===== config.mk =====
export PLATFORM = sky130hd
export DESIGN_NAME = moon_phase_span_fill
export DESIGN_NICKNAME = d
export VERILOG_FILES = /design/src/hw/rtl/mpsf_pkg.sv /design/src/hw/rtl/mpsf_mul.sv /design/src/hw/rtl/moon_phase_span_fill.sv
export SDC_FILE = /design/constraint.sdc
export NUM_CORES = 1
export LEC_CHECK = 0
export ABC_CLOCK_PERIOD_IN_PS = 7760
export BUFFER_PORTS_ARGS = -buffer_cell sky130_fd_sc_hd__buf_2
export CAP_MARGIN = 20
export CORE_MARGIN = 1.5
export CORE_UTILIZATION = 50
export CTS_BUF_LIST = sky130_fd_sc_hd__clkbuf_16
export DETAILED_ROUTE_END_ITERATION = 8
export GPL_ROUTABILITY_DRIVEN = 1
export GPL_TIMING_DRIVEN = 0
export PLACE_DENSITY = 0.68
export SYNTH_ARGS = -nofsm -noshare
export SYNTH_HDL_FRONTEND = slang
export SYNTH_SLANG_ARGS = --single-unit

===== constraint.sdc =====
create_clock -name clock -period 7.76 [get_ports clock]
set_input_delay 0.388 -clock clock [delete_from_list [all_inputs] [get_ports clock]]
set_output_delay 0.388 -clock clock [all_outputs]
set_load 0.05 [all_outputs]

===== src/hw/rtl/mpsf_pkg.sv =====
// Shared constants, widths and the sequencer state type of the moon phase span fill.
`default_nettype none
package mpsf_pkg;

   localparam int MAX_RADIUS_DEF = 31;

   localparam int COORD_W  = 9;
   localparam int RADIUS_W = 5;
   localparam int ILLUM_W  = 7;
   localparam int OUT_W    = 11;

   // Shared multiplier operand and product widths.
   localparam int MUL_W  = 13;
   localparam int PROD_W = 2 * MUL_W;

   // Square root of R*R - dy*dy fits in the radius width.
   localparam int ROOT_W = RADIUS_W;
   localparam int SQ_W   = 2 * RADIUS_W;
   localparam int BIT_W  = 3;

   localparam int ILLUM_FULL = 100;
   localparam int COEF_W     = 7;

   // Division by 100 as a multiply by ceil(2^19 / 100) and a shift. Exact for
   // every product of a coefficient up to 100 and a half-chord up to 31.
   localparam int RECIP_100   = 5243;
   localparam int RECIP_SHIFT = 19;
   localparam int DIVIN_W     = 12;
   localparam int MAG_W       = PROD_W - RECIP_SHIFT;

   typedef enum logic [3:0] {
      ST_IDLE,
      ST_RSQ,
      ST_DSQ,
      ST_SUB,
      ST_TRY,
      ST_CHK,
      ST_SCL,
      ST_DIV,
      ST_QUO,
      ST_FIN
   } state_type;

endpackage
`default_nettype wire


===== src/hw/rtl/mpsf_mul.sv =====
// Shared unsigned multiplier with a registered product.
`default_nettype none
module mpsf_mul (
   input  wire logic                         clock,
   input  wire logic [mpsf_pkg::MUL_W-1:0]   op_a,
   input  wire logic [mpsf_pkg::MUL_W-1:0]   op_b,
   output logic      [mpsf_pkg::PROD_W-1:0]  product
);

   logic [mpsf_pkg::PROD_W-1:0] product_ff;

   always_ff @(posedge clock) begin
      product_ff <= mpsf_pkg::PROD_W'(op_a) * mpsf_pkg::PROD_W'(op_b);
   end

   assign product = product_ff;

endmodule
`default_nettype wire


===== src/hw/rtl/moon_phase_span_fill.sv =====
// Top level of the moon phase span fill: row sequencer, datapath and result register.
`default_nettype none
// The block takes one disc per request beat: centre column and row, radius,
// illuminated percentage and waxing flag. It answers with one response beat
// per pixel row of the disc, top row first, 2R+1 beats in all, the bottom
// one flagged with rsp_last_row. Each beat carries the row and the first and
// last lit column, all as 11-bit two's complement values.
// A request is taken only while the sequencer is idle; req_stall is high
// for the whole disc. Every row runs through one shared 13x13 multiplier:
// one product for dy*dy, five square-and-compare trials for the bit-by-bit
// floor square root, one for the terminator scaling and one for the
// reciprocal divide by 100, whose quotient is then held in a register.
// The response register decouples the sides: the next row is computed
// while the previous beat waits, and the sequencer only holds when a
// finished row finds the register still full. Radii above MAX_RADIUS and
// percentages above 100 saturate.
// A synchronous reset returns the sequencer to idle with no response
// pending; no clearing sweep is needed.
module moon_phase_span_fill #(
   parameter int MAX_RADIUS = mpsf_pkg::MAX_RADIUS_DEF
) (
   input  wire logic                                clock,
   input  wire logic                                reset,
   input  wire logic                                req_valid,
   output logic                                     req_stall,
   input  wire logic        [mpsf_pkg::COORD_W-1:0]  req_center_x,
   input  wire logic        [mpsf_pkg::COORD_W-1:0]  req_center_y,
   input  wire logic        [mpsf_pkg::RADIUS_W-1:0] req_radius,
   input  wire logic        [mpsf_pkg::ILLUM_W-1:0]  req_illum_pct,
   input  wire logic                                req_waxing,
   output logic                                     rsp_valid,
   input  wire logic                                rsp_stall,
   output logic signed      [mpsf_pkg::OUT_W-1:0]    rsp_row_y,
   output logic signed      [mpsf_pkg::OUT_W-1:0]    rsp_span_start,
   output logic signed      [mpsf_pkg::OUT_W-1:0]    rsp_span_end,
   output logic                                     rsp_last_row
);

   // Row counter runs from 0 to 2R.
   localparam int KW = $clog2(2 * MAX_RADIUS + 1);

   localparam int OW = mpsf_pkg::OUT_W;

   mpsf_pkg::state_type state_ff, state_in;

   logic [mpsf_pkg::COORD_W-1:0]  cx_ff, cy_ff;
   logic [mpsf_pkg::RADIUS_W-1:0] r_ff;
   logic [mpsf_pkg::COEF_W-1:0]   coef_ff;
   logic                          coef_neg_ff;
   logic                          waxing_ff;
   logic [KW-1:0]                 k_ff;
   logic [mpsf_pkg::SQ_W-1:0]     rsq_ff, v_ff;
   logic [mpsf_pkg::ROOT_W-1:0]   root_ff;
   logic [mpsf_pkg::BIT_W-1:0]    bit_ff;
   logic [mpsf_pkg::MAG_W-1:0]    mag_ff;

   logic                          rsp_valid_ff;
   logic [OW-1:0]                 row_y_ff, start_ff, end_ff;
   logic                          last_ff;

   logic [mpsf_pkg::MUL_W-1:0]    mul_a, mul_b;
   logic [mpsf_pkg::PROD_W-1:0]   product;

   logic                          req_take, rsp_take, rsp_free;
   logic [mpsf_pkg::RADIUS_W-1:0] r_sat;
   logic [mpsf_pkg::ILLUM_W-1:0]  illum_sat;
   logic [7:0]                    illum2;
   logic [KW-1:0]                 r_k, dy_abs;
   logic                          last_k;
   logic [mpsf_pkg::ROOT_W-1:0]   trial;
   logic [mpsf_pkg::MAG_W-1:0]    mag;
   logic [OW-1:0]                 xt, hw, cx_w, row_y_in;

   assign req_take = req_valid && !req_stall;
   assign rsp_take = rsp_valid_ff && !rsp_stall;
   // The response register can take a new row this cycle.
   assign rsp_free = !rsp_valid_ff || !rsp_stall;

   assign r_sat = (req_radius > mpsf_pkg::RADIUS_W'(MAX_RADIUS))
                ? mpsf_pkg::RADIUS_W'(MAX_RADIUS) : req_radius;
   assign illum_sat = (req_illum_pct > mpsf_pkg::ILLUM_W'(mpsf_pkg::ILLUM_FULL))
                    ? mpsf_pkg::ILLUM_W'(mpsf_pkg::ILLUM_FULL) : req_illum_pct;
   assign illum2 = {illum_sat, 1'b0};

   assign r_k    = KW'(r_ff);
   assign dy_abs = (k_ff >= r_k) ? (k_ff - r_k) : (r_k - k_ff);
   assign last_k = ({1'b0, k_ff} == {r_k, 1'b0});
   assign trial  = root_ff | (mpsf_pkg::ROOT_W'(1) << bit_ff);

   // The quotient is valid for one cycle only, so it is held in mag_ff.
   assign mag  = product[mpsf_pkg::PROD_W-1:mpsf_pkg::RECIP_SHIFT];
   assign xt   = coef_neg_ff ? (OW'(0) - OW'(mag_ff)) : OW'(mag_ff);
   assign hw   = OW'(root_ff);
   assign cx_w = OW'(cx_ff);
   assign row_y_in = OW'(cy_ff) + OW'(k_ff) - OW'(r_ff);

   mpsf_mul u_mul (
      .clock   (clock),
      .op_a    (mul_a),
      .op_b    (mul_b),
      .product (product)
   );

   // Next state.
   always_comb begin
      state_in = state_ff;
      unique case (state_ff)
         mpsf_pkg::ST_IDLE: if (req_take) state_in = mpsf_pkg::ST_RSQ;
         mpsf_pkg::ST_RSQ:  state_in = mpsf_pkg::ST_DSQ;
         mpsf_pkg::ST_DSQ:  state_in = mpsf_pkg::ST_SUB;
         mpsf_pkg::ST_SUB:  state_in = mpsf_pkg::ST_TRY;
         mpsf_pkg::ST_TRY:  state_in = mpsf_pkg::ST_CHK;
         mpsf_pkg::ST_CHK: begin
            if (bit_ff == '0) state_in = mpsf_pkg::ST_SCL;
            else              state_in = mpsf_pkg::ST_TRY;
         end
         mpsf_pkg::ST_SCL:  state_in = mpsf_pkg::ST_DIV;
         mpsf_pkg::ST_DIV:  state_in = mpsf_pkg::ST_QUO;
         mpsf_pkg::ST_QUO:  state_in = mpsf_pkg::ST_FIN;
         mpsf_pkg::ST_FIN: begin
            if (rsp_free) begin
               if (last_k) state_in = mpsf_pkg::ST_IDLE;
               else        state_in = mpsf_pkg::ST_DSQ;
            end
         end
         default: state_in = mpsf_pkg::ST_IDLE;
      endcase
   end

   // Outputs: request stall and the shared multiplier's operands.
   always_comb begin
      req_stall = 1'b1;
      mul_a     = '0;
      mul_b     = '0;
      unique case (state_ff)
         mpsf_pkg::ST_IDLE: req_stall = 1'b0;
         mpsf_pkg::ST_RSQ: begin
            mul_a = mpsf_pkg::MUL_W'(r_ff);
            mul_b = mpsf_pkg::MUL_W'(r_ff);
         end
         mpsf_pkg::ST_DSQ: begin
            mul_a = mpsf_pkg::MUL_W'(dy_abs);
            mul_b = mpsf_pkg::MUL_W'(dy_abs);
         end
         mpsf_pkg::ST_TRY: begin
            mul_a = mpsf_pkg::MUL_W'(trial);
            mul_b = mpsf_pkg::MUL_W'(trial);
         end
         mpsf_pkg::ST_SCL: begin
            mul_a = mpsf_pkg::MUL_W'(coef_ff);
            mul_b = mpsf_pkg::MUL_W'(root_ff);
         end
         mpsf_pkg::ST_DIV: begin
            mul_a = mpsf_pkg::MUL_W'(product[mpsf_pkg::DIVIN_W-1:0]);
            mul_b = mpsf_pkg::MUL_W'(mpsf_pkg::RECIP_100);
         end
         mpsf_pkg::ST_SUB, mpsf_pkg::ST_CHK, mpsf_pkg::ST_QUO, mpsf_pkg::ST_FIN: begin
            mul_a = '0;
            mul_b = '0;
         end
         default: req_stall = 1'b1;
      endcase
   end

   always_ff @(posedge clock) begin
      if (reset) begin
         state_ff <= mpsf_pkg::ST_IDLE;
      end else begin
         state_ff <= state_in;
      end
   end

   // Job operands and per-row working registers.
   always_ff @(posedge clock) begin
      if (reset) begin
         k_ff <= '0;
      end else begin
         if (req_take) begin
            k_ff <= '0;
         end else if (state_ff == mpsf_pkg::ST_FIN && rsp_free) begin
            k_ff <= last_k ? '0 : k_ff + KW'(1);
         end
      end
   end

   always_ff @(posedge clock) begin
      if (req_take) begin
         cx_ff     <= req_center_x;
         cy_ff     <= req_center_y;
         r_ff      <= r_sat;
         waxing_ff <= req_waxing;
         // The sign of 100 - 2*illum is kept apart from its magnitude.
         if (illum2 > 8'(mpsf_pkg::ILLUM_FULL)) begin
            coef_neg_ff <= 1'b1;
            coef_ff     <= mpsf_pkg::COEF_W'(illum2 - 8'(mpsf_pkg::ILLUM_FULL));
         end else begin
            coef_neg_ff <= 1'b0;
            coef_ff     <= mpsf_pkg::COEF_W'(8'(mpsf_pkg::ILLUM_FULL) - illum2);
         end
      end
      case (state_ff)
         mpsf_pkg::ST_DSQ: begin
            if (k_ff == '0) rsq_ff <= product[mpsf_pkg::SQ_W-1:0];
         end
         mpsf_pkg::ST_SUB: begin
            // |dy| never exceeds R, so this stays non-negative.
            v_ff    <= rsq_ff - product[mpsf_pkg::SQ_W-1:0];
            root_ff <= '0;
            bit_ff  <= mpsf_pkg::BIT_W'(mpsf_pkg::ROOT_W - 1);
         end
         mpsf_pkg::ST_CHK: begin
            if (product <= mpsf_pkg::PROD_W'(v_ff)) root_ff <= trial;
            bit_ff <= bit_ff - mpsf_pkg::BIT_W'(1);
         end
         mpsf_pkg::ST_QUO: begin
            mag_ff <= mag;
         end
         default: begin
         end
      endcase
   end

   // Response register.
   always_ff @(posedge clock) begin
      if (reset) begin
         rsp_valid_ff <= 1'b0;
      end else if (state_ff == mpsf_pkg::ST_FIN && rsp_free) begin
         rsp_valid_ff <= 1'b1;
      end else if (rsp_take) begin
         rsp_valid_ff <= 1'b0;
      end
   end

   always_ff @(posedge clock) begin
      if (state_ff == mpsf_pkg::ST_FIN && rsp_free) begin
         row_y_ff <= row_y_in;
         last_ff  <= last_k;
         if (waxing_ff) begin
            start_ff <= cx_w + xt;
            end_ff   <= cx_w + hw;
         end else begin
            start_ff <= cx_w - hw;
            end_ff   <= cx_w - xt;
         end
      end
   end

   assign rsp_valid      = rsp_valid_ff;
   assign rsp_row_y      = $signed(row_y_ff);
   assign rsp_span_start = $signed(start_ff);
   assign rsp_span_end   = $signed(end_ff);
   assign rsp_last_row   = last_ff;

endmodule
`default_nettype wire

==> Word-level counts from Yosys, hierarchy flattened <==
Cells that the tools add are included.
W data, S select, Z words.
{ "classes": {"n_addsub": 14, "multipliers": 1, "n_lt_le_gt_ge": 5, "n_eq_ne": 13, "shift": 1, "n_mux": 21, "n_bitwise": 1, "n_reduce_logical": 15} }
{ "op_table": {"columns": ["cell", "count"], "rows": [
  ["$pmux W13 S5", 1],
  ["$pmux W12 S5", 1],
  ["$pmux W4 S10", 1],
  ["$mux W11", 3],
  ["$le A26 B10 Y1", 1],
  ["$mul A12 B13 Y25", 1],
  ["$eq A4 B3 Y1 const B", 4],
  ["$mux W7", 2],
  ["$mux W6", 2],
  ["$add A9 B11 Y11", 1],
  ["$sub A10 B5 Y11", 1],
  ["$sub A9 B11 Y11", 1],
  ["$add A9 B5 Y10", 1],
  ["$add A9 B6 Y10", 1],
  ["$pmux W5 S2", 1],
  ["$sub A10 B10 Y10", 1],
  ["$sub A9 B5 Y10", 1],
  ["$eq A4 B2 Y1 const B", 2],
  ["$eq A4 B4 Y1 const B", 2],
  ["$gt A8 B7 Y1 const B", 1],
  ["$mux W4", 2],
  ["$sub A1 B7 Y8 const A", 1],
  ["$gt A7 B7 Y1 const B", 1],
  ["$sub A7 B7 Y7 const A", 1],
  ["25 further kinds", 37]
]} }
{ "word_totals": {"reg_bits": 138, "inputBits": 35, "output_inout_bits": 36, "elab_cells": 90} }

==> Longest topological paths before layout <==
{ "depth": {"word_depth": 4, "mapped_depth": 28, "ltp_nobuf": 28} }

==> Modules after synthesis <==
Synthesis repeated with hierarchy kept, for this count alone.
{ "hier_totals": {"cells_unflattened": 1505, "hier_area_um2": 14048.5} }
{ "by_module_without_submodules": {"columns": ["mod", "n_inst", "cells_per_inst", "area_per_inst_um2", "seq_area_each_um2"], "rows": [
  ["moon_phase_span_fill", 1, 792, 7848.8, 3223.1],
  ["mpsf_mul", 1, 713, 6199.7, 520.5]
]} }

==> Worst setup path after synthesis <==
Ideal clock, no wire load.
{ "synth_path": {"path_type": "flip-flop to flip-flop", "start": "reg r_ff[2] (netlist bit)", "end": "reg u_mul.product_ff, in the netlist u_mul.product[16]", "setup_time_ns": 0.120, "arrival_time_ns": 6.391, "t_required_ns": 7.640, "path_slack_ns": 1.249, "stages_incl_launch_ff": 26, "n_path_buf": 0, "period_less_slack_ns": 6.511, "cell_sequence": "edfxtp_1 inv_1 ha_1 nor2b_4 a311o_4 or4_1 a21oi_1 o21ai_2 nand3_2 nand2_1 fa_1 inv_1 fa_1 ha_1 fa_1 inv_1 fa_1 inv_1 ha_1 o21a_1 nor2_1 a21oi_1 a311oi_1 nor2b_1 o41a_1 xor2_1"} }
{ "synth_via": {"elab_chain_len": 4, "elab_cells_between_ends": 7, "classes_between": "add/sub (2); mul (1); order compare (1); mux (3)"} }
{ "synth_rtl": {"columns": ["element", "line", "text"], "rows": [
  ["start: declaration", "moon_phase_span_fill.sv:47", "logic [mpsf_pkg::RADIUS_W-1:0] r_ff;"],
  ["start signal: assignment", "moon_phase_span_fill.sv:190", "r_ff <= r_sat;"],
  ["$sub A5 B6 Y6, or another cell as far along", "moon_phase_span_fill.sv:86", "assign dy_abs = (k_ff >= r_k) ? (k_ff - r_k) : (r_k - k_ff);"],
  ["$mux W6", "moon_phase_span_fill.sv:86", null],
  ["$pmux W12 S5 / $pmux W13 S5 (equally long branches)", "moon_phase_span_fill.sv:135", "unique case (state_ff)"],
  ["$mul A12 B13 Y25 *", "mpsf_mul.sv:13", "product_ff <= mpsf_pkg::PROD_W'(op_a) * mpsf_pkg::PROD_W'(op_b);"],
  ["end signal: assignment", "mpsf_mul.sv:13", null],
  ["end: declaration", "mpsf_mul.sv:10", "logic [mpsf_pkg::PROD_W-1:0] product_ff;"]
]} }
Every way passes the cells marked *; elsewhere a longest branch is shown, timed or not.
A chain may end at the register's enable or synchronous reset.

==> Final worst setup path <==
{ "layout_path": {"start": "reg r_ff[0] (netlist bit)", "end": "reg u_mul.product_ff, in the netlist u_mul.product[16]"} }
The elaborated chain is that of the path after synthesis.

==> impl_metrics.json <==
{
  "io_pins": 71,
  "drt-vias-per-instance": 5.18,
  "endpoint_kind": "flop",
  "layout_common_cells": "inv_1 (239), ha_1 (164), edfxtp_1 (99), nand2_1 (91), fa_1 (76)",
  "gr-usage-all-layers": 0.218,
  "ys_ff_latch": 135,
  "post-route-drc-count": 0,
  "antenna_cells": 0,
  "drt_iter0_drc": 566,
  "ys_async_sr_fraction": 0,
  "grt_pass1_wl_um": 41800,
  "worst_pin_slew_ns": 1.04,
  "hp-start": "req_radius[0]",
  "cpPeakStageDelay_ns": 0.62,
  "fin_setup_tns_ns": 0,
  "finalCritPeriodShare": 0.959,
  "dp_hpwl_um": 20600,
  "cap_violations": 0,
  "die_w_um": 157,
  "ys.flop_type": "edfxtp_1",
  "hold_viol_final": 0,
  "hp-class": "in -> reg",
  "slew_headroom": 0.301,
  "maxClockFrequency_ghz": 0.134,
  "rsz0062_at_grt": "no",
  "synthCells": 1246,
  "dieArea_um2": 24800,
  "syn-cell-area_um2": 11900,
  "cts.path.max_buffers": 2,
  "drtAntennaViolNets": 0,
  "ys_types": 66,
  "synth-seq-area-share": 0.309,
  "ir_drop_v": 0.000161,
  "r2r_start": "r_ff[0]$_SDFFCE_PN1P_",
  "wl_um": 25200,
  "critPathArrivalTime_ns": 7.74,
  "syn_area_per_cell_um2": 9.58,
  "status": "finished, final reports clean",
  "ys_warn_count": 0,
  "vias": 8648,
  "clock_skew_ns": 0.0105,
  "clock_latency_ns": 0.42,
  "period_needed_ns": 7.44,
  "grt_antenna_before_repair": 0,
  "cpMaxStageDelayCell": "o31ai_1",
  "worstPathRequired_ns": 8.06,
  "path_class": "reg -> reg",
  "crit_top_cell": "fa_1",
  "yosys-top-cells-area": "edfxtp_1 (25%), ha_1 (17%), fa_1 (13%)",
  "cts.clk_slew.worst_paths_ns": 0.06,
  "overflow": 0,
  "ctsRootBufferMaster": "clkbuf_16",
  "grt_start_max_net_pins": 40,
  "coreArea_um2": 23500,
  "fin_nets": 1611,
  "drive_above_1_share": 0.0845,
  "finalSetupViolCount": 0,
  "fillers": 2040,
  "synth_area_leader_cell": "edfxtp_1",
  "std_cell_rows": 56,
  "synth_edf_count": 99,
  "routedWlPerCell_um": 15.1,
  "drtPass1Iterations": 5,
  "cts_tree": "done",
  "crit_path_cell_trace": "ha_1 -> fa_1 -> nor2b_4 -> a311o_4 -> a21oi_4 -> mux2i_1 -> mux2i_1 -> nand2_1 -> and2_1 -> fa_1 -> ha_1 -> fa_1 -> inv_1 -> fa_1 -> fa_1 -> inv_1 -> ha_1 -> o31ai_1 -> a21oi_1 -> a311oi_1 -> nor2b_1 -> o41a_1 -> xor2_1",
  "cp_max_fo": 6,
  "htreeDepth": 4,
  "syn2layout_area_growth_pct": 11.2,
  "place_congestion": 0.912,
  "io_buffers": 64,
  "p_per_area_nw_per_um2": 164,
  "leakage_nw": 6.35,
  "synth.top_cell.area_share": 0.249,
  "start_util": 0.508,
  "startpoint_type": "flop",
  "final_common_cell": "inv_1",
  "maxSlewViolCount": 0,
  "crit_start": "r_ff[0]$_SDFFCE_PN1P_",
  "fp.dieH_um": 157,
  "cts.sinks": 135,
  "p_total_mw": 2.18,
  "ff2ff_setup_slack_ns": 0.32,
  "cts-buffers-inserted": 17,
  "grt_pass1_vias": 8592
}
per-stage QoR:
stage	instances	hold slack [ns]	instance area, um2	setup WS (ns)	util
5_1_grt	1668	0.110	13300	0.0513	0.566
3_5_place_dp	1634	0.420	12700	0.450	0.540
4_1_cts	1666	0.114	13300	0.396	0.565
2_1_floorplan	1249	0.401	11900	1.25	-
6_report	1668	0.131	13300	0.317	0.566
3_3_place_gp	1632	0.415	12700	0.510	0.540
registers in the layout, indices dropped and copies added (netlist names), 5 cells and up:
name and flops:
r_ff 5, rsp_row_y 11, u_mul.product 25, cy_ff 9, cx_ff 9, rsp_span_end 11
root_ff 5, rsp_span_start 11, k_ff 6, rsq_ff 10, v_ff 10, coef_ff 6
mag_ff 6
logic make-up after synthesis:
logic type               Yosys count  share of synthesized area
other                              2                   0.000629
AO/OA/AOI/OAI                    217                      0.118
XOR/XNOR                          77                     0.0565
AND/OR/NAND/NOR                  301                      0.124
multiplexers                      10                    0.00860
adder cells (fa/ha/maj)          240                      0.299
flip-flops                       135                      0.309
buffers and inverters            264                     0.0831
synth_stat cells (15+ instances only):
library cell and number:
inv_1 237, ha_1 164, edfxtp_1 99, nand2_1 91, fa_1 76, nor2_1 69
a21oi_1 67, xnor2_1 53, o21ai_0 46, dfxtp_1 36, nor3_1 31, clkbuf_1 24
xor2_1 24, nand2b_1 22, and2_1 21, nor2b_1 15
final cells by class:
class                   count  area [um2]  share of cell area
repair buffers             68         348              0.0262
clock inverters            12        70.1             0.00528
well taps                 319         399              0.0301
clock buffers              20         500              0.0377
plain buffers              27         103             0.00773
inverters                 237         890              0.0670
multi-input cells         850        7270               0.548
flip-flops and latches    135        3690               0.278
final timing paths:
path         cells past startpoint                         to
max                             23  u_mul.product[16]$_DFF_P_
min reg2reg                      0        mag_ff[2]$_DFFE_PP_
min                              1      r_ff[0]$_SDFFCE_PN1P_
max reg2reg                     23  u_mul.product[16]$_DFF_P_
repair_timing:
item / in CTS / in global routing
setup buffers: 0 / 2
setup endpoints to repair: 0 / 2
hold buffers: 0 / 0
gates resized for setup: 0 / 1
where the power goes:
part           total (mW)  internal [mW]  switching (mW)
registers           0.876          0.840          0.0363
logic               0.537          0.220           0.317
clock network       0.767          0.462           0.306
total                2.18           1.52           0.659
critical path, delay by kind of cell (launching register included):
kind	cells	cell delay (ns)
AOI/OAI and AO/OA	6	2.10
and+or+nand+nor	4	0.63
DFF	1	0.48
adders and majority gates	8	3.19
muxes	2	0.65
xor gates and xnor gates	1	0.15
buffers and inverters	2	0.09
per-layer routing:
metal / track usage / vias up / routed length, um
li1: - / 4343 / -
met1: 0.283 / 4052 / 11700
met2: 0.360 / 209 / 11600
met3: 0.0402 / 44 / 1200
met4: 0.0903 / 0 / 767
met5: 0 / - / 0
No activity file was read; power rests on OpenSTA's default activity.
